$ cat config.mk
export PLATFORM = sky130hd
export DESIGN_NAME = montgomery_modular_exponent_core
export DESIGN_NICKNAME = d
export VERILOG_FILES = /design/src/mmexp_pkg.sv /design/src/mmexp_cfg.sv /design/src/montgomery_modular_exponent_core.sv
export SDC_FILE = /design/constraint.sdc
export NUM_CORES = 2
export LEC_CHECK = 0
export ABC_AREA = 0
export BUFFER_PORTS_ARGS = -buffer_cell sky130_fd_sc_hd__buf_2
export CORE_MARGIN = 5
export CORE_UTILIZATION = 30
export DETAILED_ROUTE_END_ITERATION = 8
export PLACE_DENSITY = 0.57
export SLEW_MARGIN = 20
export SYNTH_ARGS = -nofsm -noshare
export SYNTH_HDL_FRONTEND = slang
export SYNTH_HIERARCHICAL = 1
export SYNTH_SLANG_ARGS = --single-unit
$ cat constraint.sdc
create_clock -name i_clk -period 8.5 [get_ports i_clk]
set_clock_uncertainty 0.05 [all_clocks]
set_input_delay 0.85 -clock i_clk [delete_from_list [all_inputs] [get_ports i_clk]]
set_output_delay 0.85 -clock i_clk [all_outputs]
set_load 0.01 [all_outputs]
$ cat src/mmexp_pkg.sv
// Package for the Montgomery modular exponentiation core.
// Holds default widths, reset values and register indexes; no dependencies.
package mmexp_pkg;

    localparam int MOD_WIDTH_DEF = 16;
    localparam int EXP_WIDTH_DEF = 32;
    localparam int BASE_WIDTH    = 16;
    localparam int POWER_WIDTH   = 16;
    localparam int APB_DATA_W    = 32;
    localparam int APB_ADDR_W    = 3;
    localparam int MOD_RESET     = 3;
    localparam int NEWTON_STEPS  = 4;

    localparam logic REG_MODULUS = 1'b0;

endpackage

$ cat src/mmexp_cfg.sv
// APB register block holding the modulus.
// Depends on mmexp_pkg.
module mmexp_cfg import mmexp_pkg::*; #(
    parameter int MOD_WIDTH = MOD_WIDTH_DEF
) (
    input  logic                   i_clk,
    input  logic                   i_rst_n,
    input  logic                   psel,
    input  logic                   penable,
    input  logic                   pwrite,
    input  logic [APB_ADDR_W-1:0]  paddr,
    input  logic [APB_DATA_W-1:0]  pwdata,
    output logic [APB_DATA_W-1:0]  prdata,
    output logic                   pready,
    output logic [MOD_WIDTH-1:0]   o_modulus
);

    logic [MOD_WIDTH-1:0] r_modulus;
    logic                 w_hit;

    assign w_hit  = (paddr[APB_ADDR_W-1] == REG_MODULUS);
    assign pready = 1'b1;

    always_ff @(posedge i_clk) begin
        if (!i_rst_n) begin
            r_modulus <= MOD_WIDTH'(MOD_RESET);
        end else if (psel && penable && pwrite && w_hit) begin
            r_modulus <= pwdata[MOD_WIDTH-1:0];
        end
    end

    assign prdata    = w_hit ? APB_DATA_W'(r_modulus) : '0;
    assign o_modulus = r_modulus;

endmodule

$ cat src/montgomery_modular_exponent_core.sv
// Top level: modular exponentiation by right-to-left Montgomery square-and-multiply.
// Depends on mmexp_pkg and mmexp_cfg.
//
//  channel  | handshake          | payload
//  ---------+--------------------+-------------------------------
//  request  | i_valid / o_ready  | i_base, i_exponent
//  result   | o_valid / i_ready  | o_power, o_bad_modulus
//  config   | APB psel/penable   | paddr, pwdata, prdata
//
// Each request runs a bit-serial remainder step over W + r bits (r = modulus bit
// length) and NEWTON_STEPS Newton steps for the inverse, then a Montgomery multiply
// and reduce per exponent bit up to the top set bit and one more per set bit, all on
// the single shared WxW multiplier, and a final reduce out of Montgomery form.
// A bad modulus goes straight from idle to done. Reset is synchronous and clears control.
// o_ready is high only when idle; a result waits in the output register.
module montgomery_modular_exponent_core import mmexp_pkg::*; #(
    parameter int MOD_WIDTH = MOD_WIDTH_DEF,
    parameter int EXP_WIDTH = EXP_WIDTH_DEF
) (
    input  logic                   i_clk,
    input  logic                   i_rst_n,
    input  logic                   i_valid,
    output logic                   o_ready,
    input  logic [BASE_WIDTH-1:0]  i_base,
    input  logic [EXP_WIDTH-1:0]   i_exponent,
    output logic                   o_valid,
    input  logic                   i_ready,
    output logic [POWER_WIDTH-1:0] o_power,
    output logic                   o_bad_modulus,
    input  logic                   psel,
    input  logic                   penable,
    input  logic                   pwrite,
    input  logic [APB_ADDR_W-1:0]  paddr,
    input  logic [APB_DATA_W-1:0]  pwdata,
    output logic [APB_DATA_W-1:0]  prdata,
    output logic                   pready
);

    localparam int W     = MOD_WIDTH;
    localparam int RW    = $clog2(W + 1);
    localparam int CNT_W = $clog2(2 * W + 1);
    localparam int IT_W  = $clog2(NEWTON_STEPS + 1);

    typedef enum logic [9:0] {
        S_IDLE  = 10'b0000000001,
        S_DIV   = 10'b0000000010,
        S_INV_A = 10'b0000000100,
        S_INV_B = 10'b0000001000,
        S_SCAN  = 10'b0000010000,
        S_MUL   = 10'b0000100000,
        S_RED_M = 10'b0001000000,
        S_RED_N = 10'b0010000000,
        S_FIX   = 10'b0100000000,
        S_DONE  = 10'b1000000000
    } t_state;

    typedef enum logic [1:0] {
        D_S   = 2'b00,
        D_B   = 2'b01,
        D_FIN = 2'b10
    } t_dst;

    t_state r_state;
    t_dst   r_dst;

    logic [W-1:0]           n;
    logic [W-1:0]           r_x_shift, r_rem, r_s, r_b, r_inv, r_prod, r_ninv, r_m;
    logic [EXP_WIDTH-1:0]   r_exp;
    logic [RW-1:0]          r_r, r_calc;
    logic [CNT_W-1:0]       r_cnt;
    logic [IT_W-1:0]        r_iter;
    logic                   r_sq;
    logic [2*W:0]           r_sum;
    logic [W-1:0]           r_res;
    logic                   r_bad;
    logic                   r_out_valid;
    logic [POWER_WIDTH-1:0] r_power;
    logic                   r_out_bad;

    logic [W-1:0]   rmask, mul_a, mul_b, res, q_val;
    logic [2*W-1:0] mul_p;
    logic [W:0]     rem2, rem_n, v, fix, r_pow2;
    logic           bad_n, out_load;

    mmexp_cfg #(
        .MOD_WIDTH (MOD_WIDTH)
    ) u_cfg (
        .i_clk     (i_clk),
        .i_rst_n   (i_rst_n),
        .psel      (psel),
        .penable   (penable),
        .pwrite    (pwrite),
        .paddr     (paddr),
        .pwdata    (pwdata),
        .prdata    (prdata),
        .pready    (pready),
        .o_modulus (n)
    );

    always_comb begin
        r_calc = '0;
        for (int i = 0; i < W; i++) begin
            if (n[i]) r_calc = RW'(i + 1);
        end
    end

    assign bad_n  = !n[0] || (n == W'(1));
    assign rmask  = {W{1'b1}} >> (RW'(W) - r_r);
    assign r_pow2 = (W+1)'(1) << r_r;

    assign rem2  = {r_rem, r_x_shift[W-1]};
    assign rem_n = (rem2 >= {1'b0, n}) ? rem2 - {1'b0, n} : rem2;

    assign q_val = W'(2) - r_prod;

    always_comb begin
        unique case (r_state)
            S_INV_A: begin mul_a = n;               mul_b = r_inv;  end
            S_INV_B: begin mul_a = r_inv;           mul_b = q_val;  end
            S_MUL:   begin mul_a = (r_dst == D_S) ? r_s : r_b; mul_b = r_b; end
            S_RED_M: begin mul_a = r_sum[W-1:0];    mul_b = r_ninv; end
            S_RED_N: begin mul_a = r_m;             mul_b = n;      end
            default: begin mul_a = '0;              mul_b = '0;     end
        endcase
    end

    assign mul_p = mul_a * mul_b;

    assign v   = (W+1)'(r_sum >> r_r);
    assign fix = (v >= {1'b0, n}) ? v - {1'b0, n} : v;
    assign res = W'(fix);

    assign out_load = !r_out_valid || i_ready;

    always_ff @(posedge i_clk) begin
        if (!i_rst_n) begin
            r_out_valid <= 1'b0;
        end else if (r_state == S_DONE && out_load) begin
            r_out_valid <= 1'b1;
        end else if (i_ready) begin
            r_out_valid <= 1'b0;
        end
    end

    always_ff @(posedge i_clk) begin
        if (!i_rst_n) begin
            r_state     <= S_IDLE;
        end else begin
            unique case (r_state)
                S_IDLE: begin
                    if (i_valid) begin
                        r_x_shift <= W'(i_base);
                        r_exp     <= i_exponent;
                        r_r       <= r_calc;
                        r_cnt     <= CNT_W'(W) + CNT_W'(r_calc);
                        r_rem     <= '0;
                        if (bad_n) begin
                            r_res   <= '0;
                            r_bad   <= 1'b1;
                            r_state <= S_DONE;
                        end else begin
                            r_state <= S_DIV;
                        end
                    end
                end
                S_DIV: begin
                    r_rem     <= W'(rem_n);
                    r_x_shift <= r_x_shift << 1;
                    r_cnt     <= r_cnt - CNT_W'(1);
                    if (r_cnt == CNT_W'(1)) begin
                        r_b     <= W'(rem_n);
                        r_s     <= W'(r_pow2 - {1'b0, n});
                        r_inv   <= n;
                        r_iter  <= '0;
                        r_state <= S_INV_A;
                    end
                end
                S_INV_A: begin
                    r_prod  <= mul_p[W-1:0];
                    r_state <= S_INV_B;
                end
                S_INV_B: begin
                    r_inv <= mul_p[W-1:0];
                    if (r_iter == IT_W'(NEWTON_STEPS - 1)) begin
                        r_ninv  <= (W'(0) - mul_p[W-1:0]) & rmask;
                        r_sq    <= 1'b0;
                        r_state <= S_SCAN;
                    end else begin
                        r_iter  <= r_iter + IT_W'(1);
                        r_state <= S_INV_A;
                    end
                end
                S_SCAN: begin
                    if (r_exp == '0) begin
                        r_sum   <= (2*W+1)'(r_s);
                        r_dst   <= D_FIN;
                        r_state <= S_RED_M;
                    end else if (!r_sq && r_exp[0]) begin
                        r_dst   <= D_S;
                        r_state <= S_MUL;
                    end else begin
                        r_dst   <= D_B;
                        r_state <= S_MUL;
                    end
                end
                S_MUL: begin
                    r_sum   <= (2*W+1)'(mul_p);
                    r_state <= S_RED_M;
                end
                S_RED_M: begin
                    r_m     <= mul_p[W-1:0] & rmask;
                    r_state <= S_RED_N;
                end
                S_RED_N: begin
                    r_sum   <= r_sum + (2*W+1)'(mul_p);
                    r_state <= S_FIX;
                end
                S_FIX: begin
                    unique case (r_dst)
                        D_S: begin
                            r_s     <= res;
                            r_sq    <= 1'b1;
                            r_state <= S_SCAN;
                        end
                        D_B: begin
                            r_b     <= res;
                            r_sq    <= 1'b0;
                            r_exp   <= r_exp >> 1;
                            r_state <= S_SCAN;
                        end
                        D_FIN: begin
                            r_res   <= res;
                            r_bad   <= 1'b0;
                            r_state <= S_DONE;
                        end
                        default: r_state <= S_IDLE;
                    endcase
                end
                S_DONE: begin
                    if (out_load) begin
                        r_power     <= POWER_WIDTH'(r_res);
                        r_out_bad   <= r_bad;
                        r_state     <= S_IDLE;
                    end
                end
                default: r_state <= S_IDLE;
            endcase
        end
    end

    assign o_ready       = (r_state == S_IDLE);
    assign o_valid       = r_out_valid;
    assign o_power       = r_power;
    assign o_bad_modulus = r_out_bad;

endmodule
After elaboration in Yosys (flattened, before gate mapping)

Index checks and enable logic that the tools add are counted.

Register bits after elaboration: 271
Bits in latches: 0
Bits in writable memories: 0
Memory bits (read-only): 0
Bits of input ports: 90
Output and inout bits: 52
Word-level logic and storage cells: 169
Memories kept: 0

Add/sub/neg operators: 10
Multipliers: 1
Divide/modulo/power cells: 0
Order comparisons: 2
Equal/unequal tests: 26
Shift operators: 3
Multiplexer cells: 66
Bitwise logic cells: 3
Reductions and logical operators: 36

Operators by type and width:

| cell                    | count |
|---|---|
| $mux W16                | 14 |
| $pmux W16 S2            | 6 |
| $pmux W16 S5            | 2 |
| $pmux W10 S10           | 1 |
| $pmux W33 S3            | 1 |
| $mux W5                 | 14 |
| $mux W32                | 2 |
| $pmux W32 S2            | 1 |
| $sub A16 B16 Y16        | 3 |
| $mux W10                | 4 |
| $ge A17 B16 Y1          | 2 |
| $add A33 B32 Y33        | 1 |
| $mux W33                | 1 |
| $shr A33 B5 Y17         | 1 |
| $and A16 B16 Y16        | 2 |
| $logic_not A32 Y1       | 1 |
| $mul A16 B16 Y32        | 1 |
| $reduce_and A3 Y1       | 7 |
| $pmux W10 S2            | 1 |
| $reduce_and A4 Y1       | 5 |
| $ne A2 B2 Y1 const B    | 9 |
| $eq A16 B1 Y1 const B   | 1 |
| $shl A1 B5 Y16 const A  | 1 |
| $shr A16 B5 Y16 const A | 1 |
| 40 further kinds        | 65 |

Longest topological paths before layout

Depth in word-level cells: 19
Gate-level depth with buffers: 44
Gate-level depth less buffers: 40

By module

The synthesis kept the hierarchy.

Modules (own cells, without submodules):

| module                           | instances | cells each | area an instance (um^2) |
|---|---|---|---|
| montgomery_modular_exponent_core | 1         | 2781       | 25811.0 |
| mmexp_cfg                        | 1         | 106        | 917.1 |

Worst setup path before layout

OpenSTA, ideal clock, no wires.

Path kind: flip-flop to flip-flop
From: reg r_dst[0]
To: reg r_sum[30], data pin
Data arrival time: 9.112 ns
Path slack: -0.919 ns
Stages on the path, launching flop included: 38
Buffers on the path: 2
Clock period less this slack: 9.419 ns
Cells stage by stage: edfxtp_1 -> nor2_1 -> clkbuf_1 -> mux2i_1 -> o21ai_0 -> a221oi_1 -> clkbuf_1 -> nor2_1 -> fa_1 -> inv_1 -> fa_1 -> inv_1 -> ha_1 -> inv_1 -> fa_1 -> fa_1 -> fa_1 -> inv_1 -> [2 not listed] -> or3_1 -> o21a_1 -> nand2_1 -> nand2_1 -> a21oi_1 -> xor2_1 -> inv_1 -> ha_1 -> a211oi_1 -> o21ai_0 -> and3_1 -> o21ai_0 -> o211ai_1 -> a311oi_1 -> o21a_1 -> o21ai_2 -> xor2_1 -> a22o_1

Word-level cells in the longest chain between the ends: 6

Ends and longest elaborated chain:

| item                   | RTL line                                | source |
|---|---|---|
| from (decl)            | montgomery_modular_exponent_core.sv:64  | `t_dst r_dst;` |
| from (signal assigned) | montgomery_modular_exponent_core.sv:196 | `r_dst <= D_FIN;` |
| from (signal assigned) | montgomery_modular_exponent_core.sv:199 | `r_dst <= D_S;` |
| from (signal assigned) | montgomery_modular_exponent_core.sv:202 | `r_dst <= D_B;` |
| $logic_not A2 Y1       | montgomery_modular_exponent_core.sv:120 | `S_MUL: begin mul_a = (r_dst == D_S) ? r_s : r_b; mul_b = r_b; end` |
| $mux W16               | montgomery_modular_exponent_core.sv:120 |  |
| $pmux W16 S5           | montgomery_modular_exponent_core.sv:117 | `unique case (r_state)` |
| $mul A16 B16 Y32       | montgomery_modular_exponent_core.sv:127 | `assign mul_p = mul_a * mul_b;` |
| net mul_p[13]          | montgomery_modular_exponent_core.sv:81  | `logic [2*W-1:0] mul_p;` |
| $add A33 B32 Y33       | montgomery_modular_exponent_core.sv:215 | `r_sum <= r_sum + (2*W+1)'(mul_p);` |
| $pmux W33 S3           | montgomery_modular_exponent_core.sv:149 | `unique case (r_state)` |
| to (signal assigned)   | montgomery_modular_exponent_core.sv:195 | `r_sum <= (2*W+1)'(r_s);` |
| to (signal assigned)   | montgomery_modular_exponent_core.sv:207 | `r_sum <= (2*W+1)'(mul_p);` |
| to (signal assigned)   | montgomery_modular_exponent_core.sv:215 |  |
| to (decl)              | montgomery_modular_exponent_core.sv:73  | `logic [2*W:0] r_sum;` |

The timed path passes the listed nets, and every way through them passes these cells.
A chain may end at the register's enable or synchronous reset.

Final worst setup path

From: reg r_state[3]
To: reg r_sum[31], data pin

Word-level cells in the longest chain between the ends: 5
Elaborated cells on any way between the ends: 11
Classes of those cells: add/sub: 1; mul: 1; eq/ne: 6; mux: 3

Ends and longest elaborated chain:

| item                                  | RTL line                                                                         | source |
|---|---|---|
| from (decl)                           | montgomery_modular_exponent_core.sv:63                                           | `t_state r_state;` |
| from (signal assigned)                | montgomery_modular_exponent_core.sv:147                                          | `r_state <= S_IDLE;` |
| from (signal assigned)                | montgomery_modular_exponent_core.sv:160                                          | `r_state <= S_DONE;` |
| from (signal assigned)                | montgomery_modular_exponent_core.sv:162                                          | `r_state <= S_DIV;` |
| $eq A10 B8 Y1 (tied with other cells) | montgomery_modular_exponent_core.sv:117, montgomery_modular_exponent_core.sv:149 |  |
| $pmux W16 S5                          | montgomery_modular_exponent_core.sv:117                                          |  |
| $mul A16 B16 Y32                      | montgomery_modular_exponent_core.sv:127                                          |  |
| $add A33 B32 Y33                      | montgomery_modular_exponent_core.sv:215                                          |  |
| $pmux W33 S3 *                        | montgomery_modular_exponent_core.sv:149                                          |  |

Mark *: on every way between the ends. The rest lies on a longest branch, timed or not.

==> summary.md <==
| Metric | Value |
|---|---|
| Initial antenna violation count | 1 |
| Drt total wl | 86800 microns |
| First-pass GRT wire length | 135000 microns |
| Final min period | 9.17 ns |
| Sinks on the clock net | 271 |
| H-tree levels | 1 |
| Peak supply drop | 0.000143 V |
| Slew Limit Fails | 0 |
| Ant diodes | 0 |
| Commonest non-fill, non-tap cell in the layout | nand2_1 |
| Sequential fraction of the synthesis area | 29.4% |
| Vias in the first global route | 23000 |
| Failing checks | setup timing |
| # IOs | 142 |
| Sum Neg Setup Slack | -5.52 ns |
| First DRT Iteration DRCs | 1609 |
| Min setup slack post-route | -0.674 ns |
| Worst hold path depth | 0 |
| Flop2flop setup slack | -0.67 ns |
| Avg Cell Area, Syn | 9.26 sq um |
| Worst hold path class | reg -> reg |
| Final Hold Vio Count | 0 |
| Critical path endpoint category | flip-flop |
| Antenna Nets Post-Route | 0 |
| CP Launch Type | flip-flop |
| TritonCTS buffer count | 31 |
| LEAKAGE | 14.8 nW |
| Slowest stage cell, crit path | fa_1 |
| DRT Pass-1 Iters | 5 |
| Port Buffers | 106 |
| Post-synth cell types | 102 |
| Highest-count cells in the layout ignoring fill and taps | 403 x nand2_1, 396 x buf_4, 302 x inv_1, 244 x edfxtp_1, 226 x nor2_1 |
| Post-synthesis cell area | 26700 sq um |
| Die X | 308 microns |
| Congestion Overflow GR | 0 |
| Syn Inst Count | 2887 |
| Core Area | 88400 sq um |
| Top cell by count, worst path | fa_1 |
| Power Density | 100 nW/um^2 |
| Placed cell areas | 31800 sq um |
| Top FF cell, synth | edfxtp_1 |
| Largest net degree at the start of global routing | 56 |
| Initial core utilization | 30.2% |
| RSZ-0062 raised after global routing | yes |
| Total power | 3.41 mW |
| Die height | 308 microns |
| Routability congestion estimate | 0.942 |
| FF+latch count, synth | 271 |
| Final net count | 3828 |
| Worst-Margin Slew | 1.05 ns |
| Fill cell count | 8836 |
| Setup CP Type | reg -> reg |
| Hold-fix buffers, CTS | 0 |
| DRC | 0 |
| Slowest cell delay on critical path | 0.62 ns |
| Layout area overhead | 27.0% |
| Max-slew headroom | 29.8% |
| Place WS | -0.856 ns |
| Die area | 95200 sq um |
| Crit path required time | 8.80 ns |
| Post-synth EDFFs | 244 |
| Synth warn | 6 |
| Status | finished, violations left |
| Wire length per cell | 19.2 microns |
| F_max | 109 MHz |
| Clock transition at path regs | 0.06 ns |
| Worst-path fanout max | 8 |
| Vias | 22700 |
| WHS | 0.365 ns |
| Final Cell Area | 34000 sq um |
| Std-Cell Rows | 109 |
| CP arrival | 9.48 ns |
| Max-cap violations | 0 |
| Final HPWL DP | 69900 microns |
| Via density | 5.02 |
| Layout cells sized above 1 | 25.8% |
| Total GRT Usage | 17.9% |
| Final setup vio count | 14 |
| CTS tree | done |
| Root buffer cell | clkbuf_16 |
| Post-synth ARST share | 0% |
| R2R cell count | 38 |
| Fin crit share | 108% |
| Later-pin clock latency in the skew report | 0.60 ns |
| Worst-case clock buffer depth | 3 |
## power by group
part           internal, mW  switching (mW)  total [mW]  leakage [nW]
Combinational         0.235           0.343       0.578          11.8
Sequential             1.50          0.0236        1.53          2.54
Clock                 0.727           0.574        1.30         0.462
Total                  2.47           0.940        3.41          14.8
## flip-flops by register name, indices dropped and copies added, names as in the netlist, 10 cells and up
name and flops:
r_sum 33, r_exp 32, o_power 16, r_b 16, r_inv 16, r_m 16, r_ninv 16, r_prod 16
r_rem 16, r_res 16, r_s 16, r_x_shift 16, u_cfg/o_modulus 16, r_state 10
## what timing repair did
| action | in CTS | in global routing |
|---|---|---|
| buffers inserted | 32 | 15 |
| setup endpoints to repair | 16 | 20 |
| gates resized for setup | 115 | 83 |
| pin swaps | 99 | 65 |
| endpoints found under the hold margin | 0 | 0 |
## worst paths after layout
kind | startpoint | end
worst max-delay path | r_state[3] | r_sum[31]
worst min-delay path | r_res[0] | o_power[0]
worst max register to register | r_state[3] | r_sum[31]
worst min register to register | r_res[0] | o_power[0]
## metrics by stage
| stage | util [%] | instances |
|---|---|---|
| after floorplan | - | 2902 |
| after global placement | 36.0 | 4431 |
| after detailed placement | 36.0 | 4431 |
| after CTS | 37.9 | 4517 |
| after global routing | 38.4 | 4531 |
| final | 38.4 | 4531 |
## worst max-delay path: cells and delay by family (launching register included)
family,cells,cell delay (ns)
adders and majority gates,8,3.56
AOI/OAI and AO/OA,14,2.37
DFF,1,0.33
and+or+nand+nor,6,1.47
xor gates and xnor gates,2,0.23
buffers and inverters,8,0.93
## synth_stat cells (19+ instances only)
master    instances  area (sq um)
a211oi_1         22           165
a21o_1           31           233
a21oi_1         107           536
a221o_1          22           220
a221oi_1         22           193
a22oi_1          45           338
and2_1           27           169
and3_1           33           206
buf_2            24           120
buf_4            19           143
clkbuf_1         83           312
dfxtp_1          27           541
edfxtp_1        244          7330
fa_1            198          3960
ha_1            198          2480
inv_1           321          1200
mux2_2           31           349
mux2i_1          87           871
nand2_1         413          1550
nand2b_1         30           188
nand3_1          28           140
nor2_1          237           890
nor2b_1          47           294
nor3_1           41           205
nor4_1           19           119
o21ai_0         154           771
xnor2_1          77           674
xor2_1           45           394
## layer usage
layer	part of all wire, %	vias up	routed length [microns]	track usage (%)
met1	45	11200	39200	25.0
met3	5.1	101	4420	1.56
li1	-	10800	-	-
met2	47	636	40700	29.9
met5	0.0081	-	7	0
met4	2.8	2	2460	4.79
## cell type report
cell class	count	area [sq um]	area share (%)
inverter	325	1220	3.60
timing repair buffer	546	4230	12.4
multi-input combinational	2167	18200	53.7
tap	1165	1460	4.29
sequential	271	7870	23.2
clock buffer	48	860	2.53
clock inverter	9	95.1	0.280
## logic make-up after synthesis
logic type | synth area share [%]
AOI/OAI and AO/OA | 13.8
xor gates and xnor gates | 4.06
adders and majority gates | 24.1
buffers and inverters | 7.16
DFF | 29.4
muxes | 5.15
other | 0.0281
and+or+nand+nor | 16.3
Note: power is estimated with default switching activity, not from simulation.
